## config.mk

```make
export PLATFORM = sky130hd
export DESIGN_NAME = midi_running_status_volume_parser
export DESIGN_NICKNAME = d
export VERILOG_FILES = /design/src/rtl/mrsv_pkg.sv /design/src/rtl/mrsv_in_stage.sv /design/src/rtl/mrsv_core.sv /design/src/rtl/mrsv_out_stage.sv /design/src/rtl/midi_running_status_volume_parser.sv
export SDC_FILE = /design/constraint.sdc
export NUM_CORES = 1
export LEC_CHECK = 0
export BUFFER_PORTS_ARGS = -buffer_cell sky130_fd_sc_hd__buf_2
export CAP_MARGIN = 20
export CORE_MARGIN = 3
export CORE_UTILIZATION = 55
export DETAILED_ROUTE_END_ITERATION = 12
export PLACE_DENSITY_LB_ADDON = 0.15
export RECOVER_POWER = 25
export SETUP_SLACK_MARGIN = 0.3
export SYNTH_ARGS = -nofsm -noshare
export SYNTH_HDL_FRONTEND = slang
export SYNTH_SLANG_ARGS = --single-unit
```

## constraint.sdc

```tcl
create_clock -name clk -period 7.4 [get_ports clk]
set_input_delay 1.11 -clock clk [delete_from_list [all_inputs] [get_ports clk]]
set_output_delay 1.11 -clock clk [all_outputs]
set_load 0.01 [all_outputs]
```

## src/rtl/mrsv_pkg.sv

```systemverilog
// Package for the MIDI running-status volume parser.
// Holds the buffer size, status codes, length tables and the item and event types.
// Depends on nothing.
package mrsv_pkg;

    localparam int MESSAGE_BUFFER_BYTES = 256;
    localparam int BYTE_INDEX_W = $clog2(MESSAGE_BUFFER_BYTES + 1);
    localparam int SYSEX_LENGTH_W = 9;

    localparam logic [7:0] REALTIME_FIRST = 8'hf8;
    localparam logic [7:0] SYSTEM_FIRST = 8'hf0;
    localparam logic [7:0] SYSEX_OPEN = 8'hf0;
    localparam logic [7:0] SYSEX_CLOSE = 8'hf7;
    localparam logic [3:0] CONTROL_CHANGE = 4'hb;
    localparam logic [6:0] VOLUME_CONTROLLER = 7'd7;

    localparam logic EVENT_VOLUME = 1'b0;
    localparam logic EVENT_SYSEX = 1'b1;

    typedef struct packed {
        logic [7:0] midi_byte;
        logic       chunk_start;
    } mrsv_item_t;

    typedef struct packed {
        logic                      event_kind;
        logic [3:0]                channel;
        logic [6:0]                volume;
        logic [SYSEX_LENGTH_W-1:0] sysex_length;
    } mrsv_event_t;

    function automatic logic [1:0] voice_length(input logic [2:0] idx);
        logic [1:0] len;
        case (idx)
            3'd0: len = 2'd3;
            3'd1: len = 2'd3;
            3'd2: len = 2'd3;
            3'd3: len = 2'd3;
            3'd4: len = 2'd2;
            3'd5: len = 2'd2;
            3'd6: len = 2'd3;
            default: len = 2'd0;
        endcase
        return len;
    endfunction

    function automatic logic [1:0] common_length(input logic [2:0] idx);
        logic [1:0] len;
        case (idx)
            3'd0: len = 2'd0;
            3'd1: len = 2'd2;
            3'd2: len = 2'd3;
            3'd3: len = 2'd2;
            3'd4: len = 2'd0;
            3'd5: len = 2'd0;
            3'd6: len = 2'd1;
            default: len = 2'd1;
        endcase
        return len;
    endfunction

endpackage

```

## src/rtl/mrsv_in_stage.sv

```systemverilog
// Input register of the MIDI parser: holds one accepted byte and its chunk flag.
// Depends on mrsv_pkg.
module mrsv_in_stage (
    input  logic               clk,
    input  logic               rst_n,
    input  logic               in_valid,
    output logic               in_ready,
    input  mrsv_pkg::mrsv_item_t in_item,
    input  logic               advance,
    output logic               item_valid,
    output mrsv_pkg::mrsv_item_t item
);
    import mrsv_pkg::*;

    logic        valid_reg;
    logic        valid_next;
    mrsv_item_t  item_reg;

    assign in_ready = !valid_reg || advance;

    always_comb
    begin
        valid_next = valid_reg;
        if (in_ready)
        begin
            valid_next = in_valid;
        end
    end

    always_ff @(posedge clk or negedge rst_n)
    begin
        if (!rst_n)
        begin
            valid_reg <= 1'b0;
        end
        else
        begin
            valid_reg <= valid_next;
        end
    end

    always_ff @(posedge clk)
    begin
        if (in_valid && in_ready)
        begin
            item_reg <= in_item;
        end
    end

    assign item_valid = valid_reg;
    assign item = item_reg;

endmodule

```

## src/rtl/mrsv_core.sv

```systemverilog
// Parser state and the per-byte decode of running status, data counting and events.
// Depends on mrsv_pkg.
module mrsv_core (
    input  logic                clk,
    input  logic                rst_n,
    input  logic                step,
    input  mrsv_pkg::mrsv_item_t item,
    output logic                evt_valid,
    output mrsv_pkg::mrsv_event_t evt
);
    import mrsv_pkg::*;

    logic [7:0]              running_status_reg;
    logic [7:0]              running_status_next;
    logic [1:0]              expected_length_reg;
    logic [1:0]              expected_length_next;
    logic [BYTE_INDEX_W-1:0] byte_index_reg;
    logic [BYTE_INDEX_W-1:0] byte_index_next;
    logic [6:0]              first_data_byte_reg;
    logic [6:0]              first_data_byte_next;

    logic [7:0]              rs;
    logic [1:0]              el;
    logic [BYTE_INDEX_W-1:0] bi;
    logic [6:0]              fdb;
    logic [BYTE_INDEX_W-1:0] bi_base;
    logic [BYTE_INDEX_W-1:0] bi_inc;
    logic [BYTE_INDEX_W+SYSEX_LENGTH_W-1:0] len_ext;
    logic [7:0]              b;

    assign b = item.midi_byte;

    always_comb
    begin
        if (item.chunk_start)
        begin
            rs  = '0;
            el  = '0;
            bi  = '0;
            fdb = '0;
        end
        else
        begin
            rs  = running_status_reg;
            el  = expected_length_reg;
            bi  = byte_index_reg;
            fdb = first_data_byte_reg;
        end
    end

    assign bi_base = (bi == '0) ? BYTE_INDEX_W'(1) : bi;
    assign bi_inc = bi_base + BYTE_INDEX_W'(1);
    assign len_ext = {{SYSEX_LENGTH_W{1'b0}}, bi + BYTE_INDEX_W'(1)};

    always_comb
    begin
        running_status_next  = rs;
        expected_length_next = el;
        byte_index_next      = bi;
        first_data_byte_next = fdb;
        evt_valid            = 1'b0;
        evt.event_kind       = EVENT_VOLUME;
        evt.channel          = '0;
        evt.volume           = '0;
        evt.sysex_length     = '0;
        if (b >= REALTIME_FIRST)
        begin
            evt_valid = 1'b0;
        end
        else if (b >= SYSTEM_FIRST)
        begin
            if (rs == SYSEX_OPEN && b == SYSEX_CLOSE
                && bi < BYTE_INDEX_W'(MESSAGE_BUFFER_BYTES))
            begin
                byte_index_next  = bi + BYTE_INDEX_W'(1);
                evt_valid        = 1'b1;
                evt.event_kind   = EVENT_SYSEX;
                evt.sysex_length = len_ext[SYSEX_LENGTH_W-1:0];
            end
            else
            begin
                running_status_next  = b;
                expected_length_next = common_length(b[2:0]);
                byte_index_next      = BYTE_INDEX_W'(1);
            end
        end
        else if (b[7])
        begin
            running_status_next  = b;
            expected_length_next = voice_length(b[6:4]);
            byte_index_next      = BYTE_INDEX_W'(1);
        end
        else if (rs != '0 && bi < BYTE_INDEX_W'(MESSAGE_BUFFER_BYTES))
        begin
            if (bi_base == BYTE_INDEX_W'(1))
            begin
                first_data_byte_next = b[6:0];
            end
            if (bi_inc == BYTE_INDEX_W'(el))
            begin
                byte_index_next = '0;
                if (rs[7:4] == CONTROL_CHANGE && first_data_byte_next == VOLUME_CONTROLLER)
                begin
                    evt_valid      = 1'b1;
                    evt.event_kind = EVENT_VOLUME;
                    evt.channel    = rs[3:0];
                    evt.volume     = b[6:0];
                end
            end
            else
            begin
                byte_index_next = bi_inc;
            end
        end
    end

    always_ff @(posedge clk or negedge rst_n)
    begin
        if (!rst_n)
        begin
            running_status_reg  <= '0;
            expected_length_reg <= '0;
            byte_index_reg      <= '0;
            first_data_byte_reg <= '0;
        end
        else if (step)
        begin
            running_status_reg  <= running_status_next;
            expected_length_reg <= expected_length_next;
            byte_index_reg      <= byte_index_next;
            first_data_byte_reg <= first_data_byte_next;
        end
    end

endmodule

```

## src/rtl/mrsv_out_stage.sv

```systemverilog
// Result register of the MIDI parser: holds one event until the receiver takes it.
// Depends on mrsv_pkg.
module mrsv_out_stage (
    input  logic                 clk,
    input  logic                 rst_n,
    input  logic                 load,
    input  logic                 evt_valid,
    input  mrsv_pkg::mrsv_event_t evt,
    output logic                 out_valid,
    input  logic                 out_ready,
    output logic                 free,
    output mrsv_pkg::mrsv_event_t result
);
    import mrsv_pkg::*;

    logic         valid_reg;
    logic         valid_next;
    mrsv_event_t  result_reg;

    assign free = !valid_reg || out_ready;

    always_comb
    begin
        valid_next = valid_reg;
        if (load)
        begin
            valid_next = evt_valid;
        end
        else if (out_ready)
        begin
            valid_next = 1'b0;
        end
    end

    always_ff @(posedge clk or negedge rst_n)
    begin
        if (!rst_n)
        begin
            valid_reg <= 1'b0;
        end
        else
        begin
            valid_reg <= valid_next;
        end
    end

    always_ff @(posedge clk)
    begin
        if (load && evt_valid)
        begin
            result_reg <= evt;
        end
    end

    assign out_valid = valid_reg;
    assign result = result_reg;

endmodule

```

## src/rtl/midi_running_status_volume_parser.sv

```systemverilog
// Top level of the MIDI running-status parser with volume and sysex-end events.
// Depends on mrsv_pkg, mrsv_in_stage, mrsv_core and mrsv_out_stage.
//
// The input channel carries one MIDI byte per transfer with a chunk_start flag
// that clears the parser state before that byte. The output channel carries one
// event per transfer: a channel volume update or a completed sysex with its length.
// Bytes that cause no event produce no output transfer.
// A byte is taken into an input register, decoded against the parser state, and its
// event is loaded into the result register, which raises out_valid; the result
// register takes an event only when it is empty or its event is being taken.
// One byte per cycle is sustained while the receiver is ready; the single decode
// step between the input and result registers sets that figure.
// Reset clears the parser state and both valid flags. When the receiver stalls, the
// result register holds its event, the byte in the input register waits, and
// in_ready stays high only while the input register is empty.
module midi_running_status_volume_parser (
    input  logic                                clk,
    input  logic                                rst_n,
    input  logic                                in_valid,
    output logic                                in_ready,
    input  logic [7:0]                          midi_byte,
    input  logic                                chunk_start,
    output logic                                out_valid,
    input  logic                                out_ready,
    output logic                                event_kind,
    output logic [3:0]                          channel,
    output logic [6:0]                          volume,
    output logic [mrsv_pkg::SYSEX_LENGTH_W-1:0] sysex_length
);
    import mrsv_pkg::*;

    mrsv_item_t  in_item;
    mrsv_item_t  item;
    logic        item_valid;
    logic        advance;
    logic        out_free;
    logic        evt_valid;
    mrsv_event_t evt;
    mrsv_event_t result;

    assign in_item.midi_byte = midi_byte;
    assign in_item.chunk_start = chunk_start;
    assign advance = item_valid && out_free;

    mrsv_in_stage u_in_stage (
        .clk        (clk),
        .rst_n      (rst_n),
        .in_valid   (in_valid),
        .in_ready   (in_ready),
        .in_item    (in_item),
        .advance    (advance),
        .item_valid (item_valid),
        .item       (item)
    );

    mrsv_core u_core (
        .clk       (clk),
        .rst_n     (rst_n),
        .step      (advance),
        .item      (item),
        .evt_valid (evt_valid),
        .evt       (evt)
    );

    mrsv_out_stage u_out_stage (
        .clk       (clk),
        .rst_n     (rst_n),
        .load      (advance),
        .evt_valid (evt_valid),
        .evt       (evt),
        .out_valid (out_valid),
        .out_ready (out_ready),
        .free      (out_free),
        .result    (result)
    );

    assign event_kind = result.event_kind;
    assign channel = result.channel;
    assign volume = result.volume;
    assign sysex_length = result.sysex_length;

endmodule

```

==> impl_metrics.yaml <==
logic_synthesis:
  synth_top_cells_by_area: "sky130_fd_sc_hd__edfxtp_1 (29%), sky130_fd_sc_hd__dfrtp_1 (23%), sky130_fd_sc_hd__o21ai_0 (3.7%), sky130_fd_sc_hd__a22o_1 (3.4%), sky130_fd_sc_hd__nor2_1 (3.0%)"
  yosysUniqueCellTypes: 59
  netlist_area_um2: 3098
  seq_area_frac_synth: 0.5170
  synthArstFlopShare: 0.4828
  syn_avg_cell_area_um2: 10.29
  postSynthCellCount: 301
  synth.ff_latch_count: 58
  syn_nets: 318
  synth_most_common_cell: "sky130_fd_sc_hd__edfxtp_1"
  synth.cells.most_frequent: "sky130_fd_sc_hd__edfxtp_1 (30), sky130_fd_sc_hd__dfrtp_1 (28), sky130_fd_sc_hd__nor2_1 (25)"
  yosys.area.top_type_share: 0.2908
  synth_warnings: 0
  synth_largest_area_cell: "sky130_fd_sc_hd__edfxtp_1"
  synth-main-ff-cell: "sky130_fd_sc_hd__edfxtp_1"
  synth-edff-count: 30
grt:
  maximum_number_of_pins_on_one_net_before_global_route_repair: 29
  grt_util_all_layers: 0.2360
  grt_pass1_vias: 2262
  grt_first_pass_wirelength_mm: 11.52
  grt_overflow: 0
  number_of_antenna_violations_at_the_first_check_in_global_routing: 0
clock_network:
  cts_tree: "yes"
  clock_sinks: 58
  cts.root.buffer_cell: "sky130_fd_sc_hd__clkbuf_8"
  postCtsSetupBuffers: 0
  post_cts_resize_count: 0
  cts_max_path_buffers: 2
  htreeDepth: 3
  cts.clk_slew.worst_paths_ns: 0.07
  post_cts_hold_buffer_count: 0
  clk-insertion-delay-late_ns: 0.34
  cts_buf_count: 9
sta:
  layout_min_cycle_time_ns: 3.951
  relSlewSlack: -0.05625
  rsz0062_at_grt: "no"
  finalCritPeriodShare: 0.5340
  fmaxAchievable_mhz: 253.1
  report.final.slew_viol_count: 29
  setup-violations-final: 0
  hold_viol: 0
  fin_worst_skew_ns: 0.01160
  worst_slew_pin_slew_ns: 1.584
  tns_ns: 0
drt:
  drc: 0
  antenna_left: 0
  drt-vias-per-instance: 6.300
  route.final.wire_length_mm: 7.054
  detailedRoute.firstIterationViolations: 373
  drtPass1Iterations: 5
  routedWlPerCell_um: 17.37
  vias: 2558
worst_setup_path:
  timing.reg2reg.worst_path_depth: 12
  cp-end-kind: "flop"
  worstPathArrival_ns: 3.99
  regToRegSetupSlack_ns: 3.45
  crit_path_max_fanout: 21
  setup.worst_path.class: "flop to flop"
  crit_reg_reg_endpoint: "u_out_stage.result[19]$_SDFFCE_PP0P_"
  rr_startpoint: "u_core.byte_index_reg[2]$_DFFE_PN0P_"
  data_required_time_at_the_worst_endpoint_ns: 7.44
  setup.worst_path.start_class: "flop"
outcome:
  status: "finished with violations"
  failing_checks: "max-capacitance violations, max-slew violations"
floorplanning:
  die_area_um2: 6569
  die-height_um: 81.05
  core_area_um2: 5270
  top_level_ports: 36
  chipWidth_um: 81.05
  row_count: 26
  floorplan.initialDensity: 0.5878
place:
  gp_congestion: 1.033
  portBuffers: 35
  detailed_place_hpwl_mm: 4.852
hold_path:
  worst_hold_startpoint: "u_core.first_data_byte_reg[6]$_DFFE_PN0P_"
  worstHoldPathType: "flop to flop"
  end_point_of_the_worst_hold_path: "u_core.first_data_byte_reg[6]$_DFFE_PN0P_"
  min_path_cells: 1
cells_and_area:
  seq_area_um2: 1602
  final_stage_net_count: 348
  largest_register_ff_count: 21
  layout-drive-gt1-share: 0.1905
  antenna_cells_inserted: 0
  fillCellCount: 421
  areaGrowthSynthToFinish_pct: 14.58
  multi_input_comb_area_um2: 1374
pwr:
  power.density_cell_area_nw_per_um2: 241.1
  irDropWorstVdd_mv: 0.2043
  overall_power_of_the_completed_layout_uw: 855.8
  leakage_power_of_the_design_uw: 0.001495
job:
  cap_violations: 1
## critical path, cell delays in order (launching register included)
cell and delay, ns:
sky130_fd_sc_hd__dfrtp_1 0.52, sky130_fd_sc_hd__or4_4 0.63, sky130_fd_sc_hd__nor2_1 0.15, sky130_fd_sc_hd__o21ai_0 0.09, sky130_fd_sc_hd__nand2_1 0.12, sky130_fd_sc_hd__ha_1 0.34, sky130_fd_sc_hd__nand3_1 0.22, sky130_fd_sc_hd__nor2_1 0.22
sky130_fd_sc_hd__a311oi_1 0.13, sky130_fd_sc_hd__nor4b_1 0.63, sky130_fd_sc_hd__a31oi_1 0.23, sky130_fd_sc_hd__nor2_2 0.15, sky130_fd_sc_hd__buf_8 0.20
## how the worst max path moves through the flow
stage	endpoint	depth (start not counted)	from
final	u_out_stage.result[19]$_SDFFCE_PP0P_	12	u_core.byte_index_reg[2]$_DFFE_PN0P_
after global routing	u_out_stage.result[17]$_SDFFCE_PP0P_	13	u_core.byte_index_reg[2]$_DFFE_PN0P_
after CTS	u_out_stage.result[19]$_SDFFCE_PP0P_	12	u_core.byte_index_reg[2]$_DFFE_PN0P_
after detailed placement	u_out_stage.result[13]$_SDFFCE_PP0P_	12	u_core.byte_index_reg[2]$_DFFE_PN0P_
after global placement	u_out_stage.result[13]$_SDFFCE_PP0P_	12	u_core.byte_index_reg[2]$_DFFE_PN0P_
after floorplan	u_out_stage.result[0]$_SDFFCE_PP0P_	14	u_core.byte_index_reg[7]$_DFFE_PN0P_
## where the power goes
group | internal [µW] | switching (µW)
registers | 359 | 24.2
logic | 43.1 | 62.1
clock network | 227 | 141
total | 629 | 227
## cell families after synthesis
kind of cell / synth area share
simple gates: 0.1809
compound gates: 0.2221
flops: 0.5170
buf+inv: 0.04039
xor+xnor: 0.01979
fa+ha+maj: 0.01616
mux: 0.003635
## through the flow
| stage | util | instance area, µm² | hold WS [ns] | worst slack, ns | cells |
|---|---|---|---|---|---|
| global route | 0.6736 | 3550 | 0.5162 | 3.155 | 406 |
| CTS | 0.6709 | 3536 | 0.5049 | 2.900 | 405 |
| detailed placement | 0.6237 | 3287 | 0.4822 | 2.977 | 389 |
| floorplan | - | 3098 | 0.4666 | 3.291 | 301 |
| finish | 0.6736 | 3550 | 0.4982 | 3.449 | 406 |
| global placement | 0.6237 | 3287 | 0.4756 | 3.156 | 389 |
## cell usage in the layout, fill, tap and decap left out, drive strengths merged, types with 2 or more instances in the layout
cell type / instances
buf: 36
edfxtp: 30
dfrtp: 28
nor2: 25
o21ai: 25
nand2: 23
and2: 13
a22o: 12
inv: 12
a21oi: 10
clkbuf: 10
nor4: 7
nand4: 6
nor3: 6
a31oi: 6
a211oi: 6
or3: 5
nand2b: 4
nand3: 4
a21o: 4
xor2: 4
and3: 4
a32o: 4
ha: 4
a22oi: 3
a211o: 3
xnor2: 3
bufinv: 3
clkinv: 3
or2: 2
o21a: 2
o21bai: 2
nor4b: 2
nor2b: 2
a2111oi: 2
a31o: 2
or4: 2
o31ai: 2
## per-layer routing
| layer | share of wire | GRT usage |
|---|---|---|
| met3 | 0.081 | 0.04213 |
| met4 | 0.020 | 0.1115 |
| met2 | 0.44 | 0.3358 |
| met1 | 0.46 | 0.3494 |
| met5 | 0 | 0 |
## layout make-up
class                           instances  area share
Timing Repair Buffer                   37     0.05534
Multi-Input combinational cell        214      0.3870
Sequential cell                        58      0.4512
Tap cell                               70     0.02467
Clock inverter                          7     0.03525
Clock buffer                            9     0.03490
Inverter                               11     0.01163
No activity file was read; power rests on OpenSTA's default activity.
